## config.mk

```make
export PLATFORM = sky130hd
export DESIGN_NAME = swsj_queue
export DESIGN_NICKNAME = d
export VERILOG_FILES = /design/src/design/swsj_queue.sv
export SDC_FILE = /design/constraint.sdc
export NUM_CORES = 1
export LEC_CHECK = 0
export BUFFER_PORTS_ARGS = -buffer_cell sky130_fd_sc_hd__buf_2
export CAP_MARGIN = 20
export CORE_MARGIN = 2
export CORE_UTILIZATION = 44
export CTS_CLUSTER_DIAMETER = 30
export DETAILED_ROUTE_END_ITERATION = 16
export GPL_TIMING_DRIVEN = 0
export PLACE_DENSITY = 0.74
export SYNTH_ARGS = -nofsm -noshare
export SYNTH_HDL_FRONTEND = slang
export SYNTH_SLANG_ARGS = --single-unit
```

## constraint.sdc

```tcl
create_clock -name clk -period 1.62 [get_ports clk]
set_clock_uncertainty 0.1 [all_clocks]
set_input_delay 0.162 -clock clk [delete_from_list [all_inputs] [get_ports clk]]
set_output_delay 0.162 -clock clk [all_outputs]
set_load 0.01 [all_outputs]
```

## src/design/swsj_queue.sv

```systemverilog
`default_nettype none
module swsj_queue #(
  parameter int W = 8
) (
  input  wire logic         clk,
  input  wire logic         rst,
  input  wire logic         wr_valid,
  output logic              wr_ready,
  input  wire logic [W-1:0] wr_data,
  output logic              rd_valid,
  input  wire logic         rd_ready,
  output logic [W-1:0]      rd_data
);

  logic [W-1:0] slots [2];
  logic         wp;
  logic         rp;
  logic [1:0]   fill;
  logic         push;
  logic         pop;

  assign wr_ready = (fill != 2'd2);
  assign rd_valid = (fill != 2'd0);
  assign rd_data  = slots[rp];
  assign push     = wr_valid && wr_ready;
  assign pop      = rd_valid && rd_ready;

  always_ff @(posedge clk) begin
    if (push) begin
      slots[wp] <= wr_data;
    end
  end

  always_ff @(posedge clk) begin
    if (rst) begin
      wp   <= 1'b0;
      rp   <= 1'b0;
      fill <= 2'd0;
    end else begin
      if (push) wp <= ~wp;
      if (pop)  rp <= ~rp;
      if (push && !pop) begin
        fill <= fill + 2'd1;
      end else if (pop && !push) begin
        fill <= fill - 2'd1;
      end
    end
  end

endmodule
`default_nettype wire

```

# Word-level counts from Yosys, hierarchy flattened
# Memory sizes are Yosys's and may differ from the RTL's. A register that Yosys moved wholly into a read port is not among the register bits.
# Index checks and enable logic that the tools add are counted.
[word_totals] reg_bits=4 ram_bits=16 inputBits=12 output_inout_bits=10 wordCells=23 memories=1
[mem_list] name="slots" words=2 word_bits=8 read_ports=1 rd_clocked_by_memory_dff=1 write_ports=1 line="15" rtl="logic [W-1:0] slots [2];"
[op_classes] addsub=2 eq_ne=1 n_mux=6 bitwise_logic=2 n_reduce_logical=8
[ops] cell="$logic_and 1x1->1" count=4
[ops] cell="$mux 1" count=4
[ops] cell="$mux 2" count=2
[ops] cell="$reduce_bool 2->1" count=2
[ops] cell="$add 2x1->2 const B" count=1
[ops] cell="$logic_not 1->1" count=2
[ops] cell="$ne 2x2->1 const B" count=1
[ops] cell="$not 1->1" count=2
[ops] cell="$sub 2x1->2 const B" count=1

# Longest topological paths before layout
[logic_depth] word_depth=6 depth_mapped=6 mapped_depth_nobuf=6

# Worst setup path after synthesis
# No wires, ideal clock.
[synth_timing] path_kind="register -> register" startpoint="reg fill[0]" endpoint="reg fill[1]" setup_time_ps=70 arrival_time_ps=1512 required_time_ps=1450 setup_slack_ps=-62 stages_incl_launch_ff=6 n_path_buf=0 synth_period_minus_slack_ps=1682 cell_sequence="dfxtp_1 nand2b_1 and2_1 ha_1 or3_1 a21oi_1"
[synth_between] elab_chain_len=5 word_cells_on_any_way=13 classes_between="add/sub (2); eq/ne (1); mux (2); reduce/logical (8)"
[synth_lines] item="from (decl)" line="18" rtl="logic [1:0] fill;"
[synth_lines] item="from (signal assigned)" line="43" rtl="fill <= fill + 2'd1;"
[synth_lines] item="from (signal assigned)" line="45" rtl="fill <= fill - 2'd1;"
[synth_lines] item="$ne 2x2->1 *" line="22" rtl="assign wr_ready = (fill != 2'd2);"
[synth_lines] item="via wr_ready" line="8" rtl="output logic wr_ready,"
[synth_lines] item="$logic_and 1x1->1 *" line="25" rtl="assign push = wr_valid && wr_ready;"
[synth_lines] item="via push" line="19" rtl="logic push;"
[synth_lines] item="$logic_not 1->1" line="44" rtl="end else if (pop && !push) begin"
[synth_lines] item="$logic_and 1x1->1" line="44"
[synth_lines] item="$reduce_bool 2->1 (no source line)"
# The timed path passes the listed nets; every way through them passes the cells marked *. The select of a mux whose other input is x is not followed.
# A chain may end at the register's enable or synchronous reset.

# Worst setup path in the final report
[layout_timing] startpoint="reg fill[0]" endpoint="reg fill[1]"
[layout_between] elab_chain_len=5 word_cells_on_any_way=13 classes_between="add/sub (2); eq/ne (1); mux (2); reduce/logical (8)"
[layout_lines] item="$ne 2x2->1 *" line="22"
[layout_lines] item="$logic_and 1x1->1 *" line="25"
[layout_lines] item="via push" line="19"
[layout_lines] item="$logic_not 1->1" line="44"
[layout_lines] item="$logic_and 1x1->1" line="44"
[layout_lines] item="$reduce_bool 2->1 (no source line)"
# Marked as above.

==> metrics.txt <==
post-route design area=around 1100 um^2; synthesized instance count=49; sequential share of power=0.479; Clock Sinks=21; synthesized flop and latch total=21; Total GRT Usage=0.141; HP Class=input pin to flop; vias in the first global route=452; area grow syn2layout=39.2%; clk buf depth=2; final setup fails=0; final hold violations=0; commonest register cell after synthesis=edfxtp_1; Cell Chain, Critical Path=nand2b_4 -> and2_4 -> ha_4 -> xor2_1 -> or3_1 -> a21oi_2; layout cells sized above 1=0.518; register area share after synthesis=0.727; Worst Path Arrival=1720 ps; Hold Startpoint=wr_valid; Die Wd=46.6 um; initial antenna violation count=0; EDFF count, synth=16; Critical Path Start Type=flop; Fill cells=136; Post-Syn Area per Cell=16.3 um^2; critical path class=flop to flop; Max FO, Critical Path=4; CTS tree=done; routed length per instance=12.5 um; GR Overflow Total=0; Via density=4.67; initial DRC count=3; slowest stage delay, CP=370 ps; placed cell areas=about 940 um^2; hold endpoint=wp; commonest non-fill, non-tap cells in the layout=buf_2 (21), edfxtp_1 (16), dlygate4sd3_1 (9), mux2_2 (8), clkbuf_4 (4); static leakage=0.439 nW; area of the core=around 1700 um^2; number of detailed-route iterations in the first pass=4; Psw=0.458 mW; fraction of registers with async set or reset after synthesis=0; RSZ-0062 raised after global routing=yes; Reg2Reg Depth=6; nets@finish=99; Final min period=around 1600 ps; Max Fclk=roughly 0.63 GHz; Least-Margin Pin Slew=373 ps; Num CTS Buffers=3; Clock transition at path regs=110 ps; synth unique cells=17; outcome=finished, final reports clean; DRC Markers=0; Max rail drop VDD=0.907 mV; most common cell after layout, fill and taps aside=buf_2; DP Wirelength=823 um; max_cap viols=0; relative slew slack=0.752; hold depth=3; cell area after synthesis=about 800 um^2; Ys Warns=0; Mapped Nets=62; cell-internal power=1.09 mW; first-pass GRT wire length=approximately 2000 um; Switching Share=0.295; IO buf count=21; Detailed Route WL=roughly 1400 um; Worst-Skew Late Latency=300 ps; routability cong.=between 0.6 and 0.7; Combinational Power Share=0.365; die area=2170 um^2; Critical Path Slowest Stage Cell=dfxtp_4; largest net degree at the start of global routing=12; Clock power frac=0.156; clock root cell=clkbuf_4; Slew Limit Fails=0; Worst R2R End=fill[1]; H-tree depth=1; Rows=15; initial cell density of the core=0.467; R2R Setup Slk=40 ps; Critical Path RT=1750 ps; hold slack=82.7 ps; Reg2Reg Launch Point=fill[0]; Vias=514; Power Total=approximately 1.5 mW; Die H=46.6 um; nature of the critical path endpoint=flop; Fin Setup TNS=0 ps; ANT cells=0; IO Pins=22; period utilization=0.978; Pwr per Cell Area=1390 nW/um^2; Routed Antenna Nets=0
## sequential cells by signal, indices dropped and copies added (netlist names), named ones only
name,flops
rp,1
fill,2
wp,1
slots,16
## cell type report
class / instances / area, um^2 / share of cell area
Buffer: 1 / 7.51 / 0.00676
Clock buffer: 4 / 26.3 / 0.0236
Inverter: 1 / 3.75 / 0.00338
Multi-Input combinational cell: 26 / 246 / 0.222
Sequential cell: 21 / 586 / 0.527
Tap cell: 25 / 31.3 / 0.0282
Timing Repair Buffer: 32 / 210 / 0.189
## worst max-delay path: cells and delay by family, from the launching register on
kind | cells | cell delay [ps]
AOI/OAI and AO/OA | 1 | 110
adders and majority gates | 1 | 150
and+or+nand+nor | 3 | 650
DFF | 1 | 370
xor gates and xnor gates | 1 | 140
## cells by family (layout without fill, tap and decap cells)
kind of cell | after synthesis | after routing | share of synthesized area
adder cells (fa/ha/maj) | 1 | 1 | 0.0157
AO/OA/AOI/OAI | 5 | 5 | 0.0376
flip-flops | 21 | 21 | 0.727
buffers and inverters | 2 | 38 | 0.0110
multiplexers | 8 | 8 | 0.113
XOR/XNOR | 3 | 3 | 0.0329
AND/OR/NAND/NOR | 9 | 9 | 0.0627
## cells in the mapped netlist, types with 2 or more instances
cell type / instances / area, um^2
a21oi_1: 2 / 10.0
nor2_1: 3 / 11.3
edfxtp_1: 16 / 480
dfxtp_1: 5 / 100
xor2_1: 3 / 26.3
o21ai_0: 2 / 10.0
mux2_2: 8 / 90.1
## through the flow
| stage | utilization | cells | setup WS (ps) |
|---|---|---|---|
| 2_1_floorplan | - | 49 | 26.2 |
| 3_3_place_gp | 0.552 | 95 | 1.60 |
| 3_5_place_dp | 0.552 | 95 | -31.2 |
| 4_1_cts | 0.630 | 108 | 15.5 |
| 5_1_grt | 0.651 | 110 | -17.2 |
| 6_report | 0.651 | 110 | 35.5 |
## power by group through the flow
stage / logic (mW) / registers [mW] / clock network (mW)
4_1_cts: 0.502 / 0.740 / 0.250
6_report: 0.566 / 0.742 / 0.241
3_3_place_gp: 0.449 / 0.738 / 0
3_5_place_dp: 0.461 / 0.741 / 0
2_1_floorplan: 0.326 / 0.731 / 0
5_1_grt: 0.623 / 0.751 / 0.272
## how the worst max path moves through the flow
| stage | endpoint | slack [ps] | depth (start not counted) | start |
|---|---|---|---|---|
| after detailed placement | fill[1] | -30 | 5 | fill[0] |
| final | fill[1] | 40 | 6 | fill[0] |
| after CTS | fill[1] | 20 | 6 | fill[0] |
| after global placement | fill[1] | 2 | 5 | fill[0] |
| after global routing | fill[1] | -20 | 6 | fill[0] |
| after floorplan | fill[1] | 30 | 5 | fill[0] |
## routing by layer
metal  track usage  vias up  routed length (um)
li1              -      251                   -
met1         0.159      244                 501
met2         0.236       15                 779
met3        0.0353        4                  70
met4        0.0857        0                  25
met5             0        -                   0
## what timing repair did
action	4_1_cts	5_1_grt
setup endpoints to repair	1	8
endpoints found under the hold margin	21	0
hold buffers	9	0
buffers inserted	0	2
cloned	0	0
pin swaps	1	3
gates resized for setup	5	5
Note: power is estimated with default switching activity, not from simulation.
