$ cat config.mk
export PLATFORM = sky130hd
export DESIGN_NAME = swsj_front
export DESIGN_NICKNAME = d
export VERILOG_FILES = /design/src/design/swsj_pkg.sv /design/src/design/swsj_front.sv
export SDC_FILE = /design/constraint.sdc
export NUM_CORES = 1
export LEC_CHECK = 0
export CAP_MARGIN = 15
export CELL_PAD_IN_SITES_DETAIL_PLACEMENT = 1
export CELL_PAD_IN_SITES_GLOBAL_PLACEMENT = 1
export CORE_UTILIZATION = 49
export CTS_CLUSTER_SIZE = 28
export DETAILED_ROUTE_END_ITERATION = 7
export DONT_BUFFER_PORTS = 1
export PLACE_DENSITY = 0.85
export SYNTH_ARGS = -nofsm -noshare
export SYNTH_HDL_FRONTEND = slang
export SYNTH_SLANG_ARGS = --single-unit
$ cat constraint.sdc
create_clock -name clk -period 9.2 [get_ports clk]
set_input_delay 0.46 -clock clk [delete_from_list [all_inputs] [get_ports clk]]
set_output_delay 0.46 -clock clk [all_outputs]
set_load 0.02 [all_outputs]
$ cat src/design/swsj_pkg.sv
`default_nettype none
package swsj_pkg;

  localparam int KEY_W   = 32;
  localparam int STAMP_W = 31;
  localparam int WIN_W   = 16;
  localparam int WORK_W  = 4;
  localparam int CFG_IDX_W  = 1;
  localparam int CFG_DATA_W = 16;

  localparam logic CMD_TUPLE = 1'b0;
  localparam logic CMD_CLEAR = 1'b1;
  localparam logic SIDE_R    = 1'b0;
  localparam logic SIDE_S    = 1'b1;

  localparam logic [CFG_IDX_W-1:0] REG_WINDOW  = 1'd0;
  localparam logic [CFG_IDX_W-1:0] REG_WORKERS = 1'd1;

  typedef struct packed {
    logic               cmd;
    logic               stream_side;
    logic [KEY_W-1:0]   join_key;
    logic [STAMP_W-1:0] stamp;
  } in_item_t;

  typedef struct packed {
    logic [WIN_W-1:0]   window_tag;
    logic [KEY_W-1:0]   match_key;
    logic [STAMP_W-1:0] s_stamp;
    logic [STAMP_W-1:0] r_stamp;
    logic               last;
    logic               overflow;
  } out_item_t;

endpackage
`default_nettype wire

$ cat src/design/swsj_front.sv
`default_nettype none
module swsj_front #(
  parameter int CW = 3
) (
  input  wire logic                   clk,
  input  wire logic                   rst,
  input  wire logic                   in_valid,
  output logic                        in_ready,
  input  wire swsj_pkg::in_item_t     in_data,
  input  wire logic [CW:0]            ncores,
  output logic                        q_valid,
  input  wire logic                   q_ready,
  output logic [$bits(swsj_pkg::in_item_t)+2*CW:0] q_data
);

  typedef enum logic [1:0] {F_IDLE, F_DIV, F_PUSH} fstate_t;

  fstate_t             state;
  swsj_pkg::in_item_t  item;
  logic [CW:0]         div;
  logic [CW-1:0]       rem;
  logic [4:0]          cnt;
  logic [CW:0]         trial;

  assign in_ready = (state == F_IDLE);
  assign q_valid  = (state == F_PUSH);
  assign q_data   = {item, rem, div};
  assign trial    = {rem, item.stamp[cnt]};

  // restoring remainder, one stamp bit per cycle
  always_ff @(posedge clk) begin
    if (rst) begin
      state <= F_IDLE;
    end else begin
      unique case (state)
        F_IDLE: begin
          if (in_valid) begin
            item <= in_data;
            div  <= ncores;
            rem  <= '0;
            cnt  <= 5'(swsj_pkg::STAMP_W - 1);
            if (in_data.cmd == swsj_pkg::CMD_CLEAR || ncores == (CW+1)'(1)) begin
              state <= F_PUSH;
            end else begin
              state <= F_DIV;
            end
          end
        end
        F_DIV: begin
          if (trial >= div) begin
            rem <= CW'(trial - div);
          end else begin
            rem <= CW'(trial);
          end
          cnt <= cnt - 5'd1;
          if (cnt == 5'd0) begin
            state <= F_PUSH;
          end
        end
        F_PUSH: begin
          if (q_ready) begin
            state <= F_IDLE;
          end
        end
        default: state <= F_IDLE;
      endcase
    end
  end

endmodule
`default_nettype wire

==> Yosys cells after proc, flatten, opt, wreduce, memory -nomap -nowiden <==
Index checks and enable logic that the tools add are counted.
{ "totals": {"regBits": 79, "inputBits": 73, "out_inout_bits": 74, "elab_cells": 38} }
{ "classes": {"n_addsub": 2, "order_cmp": 2, "eq_ne": 6, "n_mux": 12, "bitwise": 1, "n_reduce_logical": 7} }
{ "op_table": {"columns": ["op", "n"], "rows": [
  ["5-bit case mux with 2 select lines", 1],
  ["3-bit AND reduction", 3],
  ["2-bit 2-to-1 mux", 4],
  ["5-bit by 6-bit less-than comparator with 1-bit output, second input constant", 1],
  ["3-bit 2-to-1 mux", 2],
  ["2-bit case mux with 3 select lines", 1],
  ["3-bit case mux with 2 select lines", 1],
  ["1-bit binary-select mux with 5-bit select", 1],
  ["5-bit zero test", 1],
  ["5-bit 2-to-1 mux", 1],
  ["5-bit by 1-bit subtractor with 5-bit output, second input constant", 1],
  ["4-bit by 1-bit equality test with 1-bit output, second input constant", 1],
  ["4-bit >= comparator", 1],
  ["2-bit != test, second input constant", 2],
  ["3-bit subtractor", 1],
  ["2-bit by 1-bit equality test with 1-bit output, second input constant", 1],
  ["2-bit equality test, second input constant", 1],
  ["2-bit zero test", 1],
  ["2-bit by 1-bit != test with 1-bit output, second input constant", 1],
  ["2-bit nonzero test", 1],
  ["1-bit logical OR", 1],
  ["1-bit 2-to-1 mux", 1],
  ["1-bit NOT", 1]
]} }

==> Longest topological paths before layout <==
Gate-level depths: netlist of the first run.
{ "depth": {"depth_word": 5, "depth_mapped": 13, "depth_no_buf": 11} }

==> Worst setup path before layout of the first run <==
No wires, ideal clock.
{ "synth_path": {"path_type": "input-to-reg", "from": "input port rst", "to": "register div[0] (enable)", "setup_time_ns": 0.694, "t_arrival_ns": 7.685, "required_time_ns": 8.506, "setup_slack_ns": 0.821, "stages": 1, "path_cell_list": "nor4b_1"} }
{ "synth_via": {"elab_chain_cells": 2} }
{ "synth_lines": {"columns": ["element", "line", "text"], "rows": [
  ["start: declaration", "swsj_front.sv:6", "input wire logic rst,"],
  ["1-bit NOT (no source line)", null, null],
  ["3-bit AND reduction (no source line)", null, null],
  ["end signal: assignment", "swsj_front.sv:39", "div <= ncores;"],
  ["end: declaration", "swsj_front.sv:20", "logic [CW:0] div;"]
]} }
No other way between the ends.
A chain may end at the register's enable or synchronous reset.

==> Final worst setup path of the first run <==
{ "layout_path": {"from": "register cnt[0]", "to": "register rem[2] (data pin)"} }
{ "layout_via": {"elab_chain_cells": 5, "word_cells_on_any_way": 6} }
{ "layout_lines": {"columns": ["element", "line", "text"], "rows": [
  ["start: declaration", "swsj_front.sv:22", "logic [4:0] cnt;"],
  ["start signal: assignment", "swsj_front.sv:41", "cnt <= 5'(swsj_pkg::STAMP_W - 1);"],
  ["start signal: assignment", "swsj_front.sv:55", "cnt <= cnt - 5'd1;"],
  ["1-bit binary-select mux with 5-bit select (*)", "swsj_front.sv:28", "assign trial = {rem, item.stamp[cnt]};"],
  ["1-bit 2-to-1 mux (not written as such) (*)", "swsj_front.sv:28", null],
  ["4-bit >= comparator or 3-bit subtractor (tied branches)", "swsj_front.sv:50, swsj_front.sv:51", null],
  ["3-bit 2-to-1 mux (*)", "swsj_front.sv:50", "if (trial >= div) begin"],
  ["3-bit case mux with 2 select lines (*)", "swsj_front.sv:35", "unique case (state)"],
  ["end signal: assignment", "swsj_front.sv:51", "rem <= CW'(trial - div);"],
  ["end signal: assignment", "swsj_front.sv:53", "rem <= CW'(trial);"],
  ["end: declaration", "swsj_front.sv:21", "logic [CW-1:0] rem;"]
]} }
Mark *: on every way between the ends. The rest lies on a longest branch, timed or not. The select of a mux whose other input is x is not followed.

==> summary.md, run 1 <==
| Metric | Value |
|---|---|
| CP startpoint | cnt[0]$_SDFFCE_PN0P_ |
| Multiplexer share of the synthesized area | 6.849% |
| Post-DR vias/cell | 5.874 |
| Worst Path Class, Setup | reg2reg |
| Post-Synth Simple-Gate Area | 4.566% |
| Place WS | 5297 ps |
| Main synth FF type | edfxtp_1 |
| Clk_lat worst skew | 330 ps |
| Placeable Area | 5921 µm² |
| Final GP Congestion | 0.8262 |
| RSZ-0062 raised after global routing | false |
| Period minus WS final | 3901 ps |
| Starting density of the core | 50.91% |
| Drt total wl | 5.984 mm |
| Endpoints failing hold | 0 |
| Hold Path Origin | rst |
| NumNets Final | 246 |
| Complex-gate fraction of the synthesized area | 4.608% |
| Worst Tran Pin Value | 1101 ps |
| Ys Warns | 0 |
| Ys async rst share | 0% |
| Pin count of the biggest net entering global routing | 70 |
| Fin util | 55.28% |
| Clock Pin Slew Worst Setup and Hold Paths | 80 ps |
| Area occupied by multi-input gates | 610.6 µm² |
| Slew HR | 26.01% |
| Layout cells sized above 1 | 15.79% |
| Part of the cycle the worst path needs | 42.40% |
| Row cnt | 28 |
| Final setup margin | 5299 ps |
| Area Overhead vs Synth | 8.593% |
| Post-synth cell types | 35 |
| Register area | 2352 µm² |
| Hold path endpoint | state[0]$_SDFFE_PP0P_ |
| H-tree depth | 3 |
| Slowest cell on crit path | edfxtp_1 |
| Cell taking the most area after synthesis | edfxtp_1 |
| All-Layer GR Usage | 18.71% |
| Leading cell type in the layout, fill and taps excluded | edfxtp_1 |
| Pins Over Slew Limit | 0 |
| CP endpoint kind | flop |
| Hold Path Class | in2reg |
| CP Launch Type | flop |
| Leakage | 1.107 nW |
| Main combinational cell family by area after synthesis | multiplexers |
| CTS tree | built |
| PortBufs | 0 |
| FF-to-FF Start | cnt[0]$_SDFFCE_PN0P_ |
| CTS root buf | clkbuf_8 |
| Top post-synthesis cells by area | edfxtp_1, mux4_1, ha_1 |
| Vias | 1445 |
| Avg Synthesized Cell Area | 18.96 µm² |
| Die ar. | 6469 µm² |
| Seq cells post-synth | 79 |
| Fillers | 549 |
| Layout Skew | 5.886 ps |
| Number of synthesized flops with an enable pin | 77 |
| Final setup fails | 0 |
| Critical R2R Capture | rem[2]$_SDFFCE_PN0P_ |
| DP Wirelength | 4.459 mm |
| Fin Setup TNS | 0 ps |
| Syn_nets | 239 |
| TritonCTS Buffers | 9 |
| Max Cap Violations | 0 |
| Die width | 80.43 µm |
| Commonest non-fill, non-tap cells in the layout | edfxtp_1, clkbuf_8, inv_1 |
| Post-cts resize count | 0 |
| Total power | 739.0 µW |
| Global-route wire length before repair | 8.328 mm |
| Area share of the largest cell type after synthesis | 76.71% |
| CP Data Required Time | 9280 ps |
| Critical path's largest stage delay | 800 ps |
| Crit path cell chain | mux4_1, mux2_2, a221oi_2, a31o_2, ha_1, fa_1, a21bo_2, a21o_1, a21oi_1, mux2i_1, nor2_1 |
| Wire length per cell | 24.33 µm |
| Largest buffer count on any clock path | 2 |
| Critical path arrival | 3990 ps |
| Synth Cell Area | 3014 µm² |
| Vert. Die Dim | 80.43 µm |
| Setup Buffers After CTS | 0 |
| Io pins | 147 |
| Reg2Reg Depth | 11 |
| Synth Instances | 159 |
| Diodes inserted | 0 |
| DRT Pass-1 Iters | 4 |
| Number of global-route vias before repair | 1498 |
| Post-Synth Adder-Cell Area | 3.155% |
| Power Density | 225.8 nW/µm² |
| Fmax | 256.4 MHz |
| Hold Path Stages | 1 |
| Post-Synth XOR/XNOR Area | 0.8717% |
| Post-detailed-route count of antenna-violating nets | 0 |
| Seq/Total Area, Yosys | 78.04% |
| Drt initial violations | 103 |
| FF-to-FF setup slack | 5300 ps |
| # hold bufs at CTS | 0 |
| Peak supply drop | 0.1418 mV |
| CP Max Fanout | 14 |
| Initial antenna violation count | 0 |
| Clock sink count | 79 |
| Grt ovf | 0 |
| Run status | complete, no violations |
| DRC viols | 0 |
Yosys cell counts (2+ instances only):
cell type,instances
o21ai_0,4
dfxtp_1,2
nor4b_1,2
mux4_2,2
a21oi_1,4
mux2i_1,6
nor2b_1,4
clkbuf_1,3
xnor2_1,3
nor3_1,3
inv_1,8
nor2_1,6
ha_1,6
mux2_2,2
nand2_1,4
edfxtp_1,77
a31o_2,2
o211ai_1,2
mux4_1,3
cell type report:
type                            count  area share [%]
Tap cell                           75           2.867
Clock inverter                      7           1.682
Multi-Input combinational cell     67           18.65
Sequential cell                    79           71.87
Timing Repair Buffer                1          0.2294
Clock buffer                        9           3.784
Inverter                            8          0.9174
stage by stage:
stage	instances	hold WS (ps)	instance area [µm²]
3_3_place_gp	230	530.0	3094
3_5_place_dp	230	544.1	3094
4_1_cts	246	174.1	3273
5_1_grt	246	177.3	3273
6_report	246	195.6	3273
2_1_floorplan	159	529.1	3014
how the worst max path moves through the flow:
stage | slack (ps) | to
finish | 5300 | rem[2]$_SDFFCE_PN0P_
global route | 5070 | rem[2]$_SDFFCE_PN0P_
CTS | 5280 | rem[2]$_SDFFCE_PN0P_
detailed placement | 5300 | rem[2]$_SDFFCE_PN0P_
global placement | 5590 | rem[2]$_SDFFCE_PN0P_
floorplan | 820 | div[0]$_DFFE_PP_
sequential cells by signal (all words and copies together) (netlist names):
signal	flops
rem	3
state	2
div	4
q_data	65
cnt	5
kinds of logic after synthesis:
group / count (synthesis)
adder cells (fa/ha/maj): 7
AND/OR/NAND/NOR: 25
flip-flops: 79
AO/OA/AOI/OAI: 19
XOR/XNOR: 3
buffers and inverters: 13
multiplexers: 13
power by group:
| part | switching (mW) | leakage [nW] | internal, mW |
|---|---|---|---|
| clock network | 0.126 | 0.0862 | 0.100 |
| logic | 0.0283 | 0.299 | 0.0190 |
| registers | 0.0406 | 0.722 | 0.425 |
| total | 0.195 | 1.11 | 0.544 |
worst max-delay path: cells and delay by family, from the launching register on:
kind | cells | cell delay [ps]
and+or+nand+nor | 1 | 60
adders and majority gates | 2 | 380
muxes | 3 | 1170
DFF | 1 | 800
AOI/OAI and AO/OA | 5 | 1240
layer usage:
layer / track usage (%) / part of all wire (%)
met1: 18.22 / 34
met2: 34.49 / 56
met3: 7.045 / 9.0
met4: 8.571 / 1.0
met5: 0 / 0
No activity file was read; power rests on OpenSTA's default activity.
==> run 2, diff against run 1 <==
--- a/config.mk
+++ b/config.mk
@@ -8,11 +8,11 @@
 export CAP_MARGIN = 15
 export CELL_PAD_IN_SITES_DETAIL_PLACEMENT = 1
 export CELL_PAD_IN_SITES_GLOBAL_PLACEMENT = 1
-export CORE_UTILIZATION = 49
+export CORE_UTILIZATION = 44
 export CTS_CLUSTER_SIZE = 28
 export DETAILED_ROUTE_END_ITERATION = 7
 export DONT_BUFFER_PORTS = 1
-export PLACE_DENSITY = 0.85
+export PLACE_DENSITY = 0.81
 export SYNTH_ARGS = -nofsm -noshare
 export SYNTH_HDL_FRONTEND = slang
 export SYNTH_SLANG_ARGS = --single-unit
==> constraint.sdc (replaced) <==
create_clock -name clk -period 3.52 [get_ports clk]
set_input_delay 0.176 -clock clk [delete_from_list [all_inputs] [get_ports clk]]
set_output_delay 0.176 -clock clk [all_outputs]
set_load 0.02 [all_outputs]
==> summary.md, run 2 (synthesis gave the netlist of run 1 again) <==
| Metric | Value |
|---|---|
| Post-route cell area | 4134 µm² |
| Pin count of the biggest net entering global routing | 70 |
| DRT Pass-1 Iters | 7 |
| CP Data Required Time | 3600 ps |
| DRC viols | 3 |
| CTS tree | built |
| RSZ-0062 raised after global routing | false |
| Endpoints failing hold | 0 |
| CP startpoint | cnt[0]$_SDFFCE_PN0P_ |
| Number of global-route vias before repair | 2147 |
| Vias | 1943 |
| Clk_lat worst skew | 340 ps |
| Max Cap Violations | 0 |
| Failing checks | DRC |
| Slew HR | 41.42% |
| Hold Path Origin | rst |
| FF-to-FF setup slack | 140 ps |
| Setup Buffers After CTS | 0 |
| Fin util | 63.65% |
| Critical path arrival | 3470 ps |
| Place WS | 187.0 ps |
| Final GP Congestion | 0.7958 |
| Wire length per cell | 29.00 µm |
| Layout Skew | 10.74 ps |
| Drt initial violations | 162 |
| Starting density of the core | 46.41% |
| Leakage | 1.488 nW |
| Area Overhead vs Synth | 37.15% |
| Hold Path Class | in2reg |
| CTS root buf | clkbuf_8 |
| Commonest non-fill, non-tap cells in the layout | edfxtp_1, dlygate4sd3_1, buf_4 |
| Fin Setup TNS | 0 ps |
| DP Area | 3203 µm² |
| Run status | finished, violations left |
| Io pins | 147 |
| Max reg flops | 65 |
| Placeable Area | 6495 µm² |
| Drt total wl | 9.657 mm |
| Clock sink count | 79 |
| Global-route wire length before repair | 13.85 mm |
| Period minus WS final | 3384 ps |
| Row cnt | 29 |
| Crit path cell chain | mux4_1, mux2_2, a221oi_2, a31o_2, ha_1, fa_1, a21bo_2, a21o_1, a21oi_1, buf_4, mux2i_1, nor2_1 |
| Peak supply drop | 0.3281 mV |
| CP endpoint kind | flop |
| Leading cell type in the layout, fill and taps excluded | edfxtp_1 |
| Post-DR vias/cell | 5.835 |
| Final setup fails | 0 |
| Crit path buffers/inverters | 1 |
| Power Density | 535.3 nW/µm² |
| FF-to-FF Start | cnt[0]$_SDFFCE_PN0P_ |
| All-Layer GR Usage | 27.76% |
| Grt ovf | 0 |
| TritonCTS Buffers | 9 |
| Total power | 2.213 mW |
| Reg2Reg Depth | 12 |
| Hold Path Stages | 1 |
| Layout cells sized above 1 | 15.69% |
| PortBufs | 0 |
| Slowest cell on crit path | mux4_1 |
| Fillers | 555 |
| Largest buffer count on any clock path | 2 |
| Critical path's largest stage delay | 590 ps |
| Worst Path Class, Setup | reg2reg |
| Part of the cycle the worst path needs | 96.14% |
| Final setup margin | 136.0 ps |
| Worst Tran Pin Value | 878.8 ps |
| Clock Pin Slew Worst Setup and Hold Paths | 90 ps |
| CP Launch Type | flop |
| Die ar. | 7185 µm² |
| Vert. Die Dim | 84.77 µm |
| NumNets Final | 330 |
| Critical R2R Capture | rem[2]$_SDFFCE_PN0P_ |
| Pins Over Slew Limit | 0 |
| Hold path endpoint | cnt[2]$_SDFFCE_PN1P_ |
| Fmax | 295.5 MHz |
| H-tree depth | 3 |
| Post-detailed-route count of antenna-violating nets | 0 |
| CP Max Fanout | 5 |
| DP Wirelength | 4.865 mm |
| Die width | 84.77 µm |
| CP top delay family | multiplexers |
| Initial antenna violation count | 1 |
[run 2: changes by cell type in the layout (fill, tap and decap cells not counted), moves of 2 or more]
cell | previous run | this run
bufinv_16 | 0 | 2
buf_4 | 1 | 14
clkinv_4 | 2 | 0
dlygate4sd3_1 | 0 | 70
[run 2: metrics by stage]
stage | hold WS (ps) | instances
finish | 74.11 | 333
global route | 59.77 | 333
CTS | 37.45 | 331
detailed placement | 253.6 | 245
global placement | 245.9 | 245
floorplan | 245.1 | 159
[run 2: timing repair]
item,in CTS,in global routing
hold buffers,70,0
resized for setup,0,0
hold endpoints to repair,70,0
[run 2: final cells by class]
cell class / count / area, µm² / share of cell area, %
sequential: 79 / 2352 / 56.90
timing repair buffer: 85 / 813.3 / 19.67
multi-input combinational: 67 / 619.3 / 14.98
clock buffer: 10 / 127.6 / 3.087
tap: 77 / 96.34 / 2.331
clock inverter: 6 / 92.59 / 2.240
inverter: 8 / 30.03 / 0.7264
antenna: 1 / 2.502 / 0.06053
[run 2: per-layer routing]
layer	global-route usage (%)	wire (µm)	part of all wire [%]
met5	0	0	0
met2	49.37	5239	54
met4	9.399	174	1.8
met3	8.456	719	7.4
met1	31.97	3524	36
[run 2: worst max path at each step]
| stage | end | slack, ps | depth (start not counted) |
|---|---|---|---|
| 2_1_floorplan | div[0]$_DFFE_PP_ | 270 | 2 |
| 3_3_place_gp | rem[2]$_SDFFCE_PN0P_ | 400 | 12 |
| 3_5_place_dp | rem[2]$_SDFFCE_PN0P_ | 190 | 13 |
| 4_1_cts | rem[1]$_SDFFCE_PN0P_ | 190 | 13 |
| 5_1_grt | rem[2]$_SDFFCE_PN0P_ | 10 | 12 |
| 6_report | rem[2]$_SDFFCE_PN0P_ | 140 | 12 |
[run 2: power breakdown]
group          internal, mW  switching (mW)
Combinational         0.118           0.114
Clock                 0.405           0.363
Sequential             1.11           0.104
==> run 3, diff against run 2 <==
--- a/config.mk
+++ b/config.mk
@@ -12,6 +12,7 @@
 export CTS_CLUSTER_SIZE = 28
 export DETAILED_ROUTE_END_ITERATION = 7
 export DONT_BUFFER_PORTS = 1
+export MAX_ROUTING_LAYER = met4
 export PLACE_DENSITY = 0.81
 export SYNTH_ARGS = -nofsm -noshare
 export SYNTH_HDL_FRONTEND = slang
==> summary.md, run 3 (synthesis gave the netlist of run 1 again) <==
| Metric | Value |
|---|---|
| Clock Pin Slew Worst Setup and Hold Paths | 90 ps |
| CP Max Fanout | 5 |
| Die width | 84.77 µm |
| Global-route wire length before repair | 13.78 mm |
| Commonest non-fill, non-tap cells in the layout | edfxtp_1, dlygate4sd3_1, buf_4 |
| Crit path buffers/inverters | 1 |
| Fin Setup TNS | 0 ps |
| Post-detailed-route count of antenna-violating nets | 0 |
| DP Wirelength | 4.865 mm |
| Row cnt | 29 |
| H-tree depth | 3 |
| Initial antenna violation count | 1 |
| RSZ-0062 raised after global routing | false |
| CP Launch Type | flop |
| Max Cap Violations | 0 |
| Run status | complete, no violations |
| Fin util | 63.61% |
| Leading cell type in the layout, fill and taps excluded | edfxtp_1 |
| Hold Path Class | in2reg |
| Starting density of the core | 46.41% |
| Endpoints failing hold | 0 |
| All-Layer GR Usage | 28.64% |
| Fmax | 294.6 MHz |
| Post-DR vias/cell | 5.949 |
| Post-cts resize count | 0 |
| CTS root buf | clkbuf_8 |
| Critical path's largest stage delay | 590 ps |
| Die ar. | 7185 µm² |
| Number of global-route vias before repair | 2176 |
| Period minus WS final | 3394 ps |
| Max reg flops | 65 |
| TritonCTS Buffers | 9 |
| Pin count of the biggest net entering global routing | 70 |
| Placeable Area | 6495 µm² |
| Power Density | 536.6 nW/µm² |
| Fillers | 557 |
| Largest buffer count on any clock path | 2 |
| CTS tree | built |
| Drt initial violations | 103 |
| CP endpoint kind | flop |
| Slew HR | 42.08% |
| DRC viols | 0 |
| DRT Pass-1 Iters | 6 |
| CP top delay family | multiplexers |
| Peak supply drop | 0.3286 mV |
| Vias | 1981 |
| NumNets Final | 330 |
| Vert. Die Dim | 84.77 µm |
| Critical path arrival | 3480 ps |
| Layout Skew | 9.895 ps |
| Final setup fails | 0 |
| Crit path cell chain | mux4_1, mux2_2, a221oi_2, a31o_2, ha_1, fa_1, a21bo_2, a21o_1, a21oi_1, buf_4, mux2i_1, nor2_1 |
| Clk_lat worst skew | 350 ps |
| Final GP Congestion | 0.8071 |
| PortBufs | 0 |
| Worst Path Class, Setup | reg2reg |
| Clock sink count | 79 |
| Drt total wl | 9.674 mm |
| Layout cells sized above 1 | 15.69% |
| Worst Tran Pin Value | 868.8 ps |
| Leakage | 1.488 nW |
| Area Overhead vs Synth | 37.07% |
| Pins Over Slew Limit | 0 |
| Part of the cycle the worst path needs | 96.43% |
| CP Data Required Time | 3610 ps |
| Wire length per cell | 29.05 µm |
| Slowest cell on crit path | mux4_1 |
| Grt ovf | 0 |
| Io pins | 147 |
## run 3: path summary, 6_finish.rpt
kind | slack (ps) | start | end | cells past startpoint
hold reg to reg | 810 | state[1]$_SDFFE_PP0P_ | state[1]$_SDFFE_PP0P_ | 2
setup reg to reg | 130 | cnt[0]$_SDFFCE_PN0P_ | rem[2]$_SDFFCE_PN0P_ | 12
setup / recovery | 130 | cnt[0]$_SDFFCE_PN0P_ | rem[2]$_SDFFCE_PN0P_ | 12
hold / removal | 70 | rst | rem[1]$_SDFFCE_PN0P_ | 1
## run 3: cell type report
class / instances / area (µm²) / area share, %
clock buffers: 10 / 127.6 / 3.089
repair buffers: 85 / 810.8 / 19.62
flip-flops and latches: 79 / 2352 / 56.94
diodes: 1 / 2.502 / 0.06057
inverters: 8 / 30.03 / 0.7268
multi-input cells: 67 / 619.3 / 14.99
well taps: 77 / 96.34 / 2.332
clock inverters: 6 / 92.59 / 2.241
## run 3: timing repair
action / in CTS / in global routing
hold buffers: 70 / 0
hold endpoints to repair: 70 / 0
setup buffers: 0 / 0
## run 3: metal layers
layer / up-vias / GRT usage, % / part of all wire [%]
li1: 806 / - / -
met1: 1030 / 32.10 / 36
met2: 128 / 49.00 / 53
met3: 17 / 8.358 / 8.8
met4: 0 / 10.02 / 2.0
met5: - / - / 0
## run 3: report_power, final
group	switching (mW)	internal, mW	leakage (nW)
Combinational	0.115	0.117	0.663
Sequential	0.104	1.11	0.722
Clock	0.367	0.405	0.104
Total	0.586	1.63	1.49
## run 3: metrics by stage
step | setup slack (ps) | cells | cell area [µm²] | hold slack (ps) | total power, mW
final | 125.6 | 333 | 4131 | 69.85 | 2.217
after global routing | 13.29 | 333 | 4131 | 57.39 | 2.273
after CTS | 189.3 | 331 | 4124 | 37.45 | 2.170
after detailed placement | 187.0 | 245 | 3203 | 253.6 | 1.385
after global placement | 395.5 | 245 | 3203 | 245.9 | 1.370
after floorplan | 271.3 | 159 | 3029 | 245.1 | 1.327
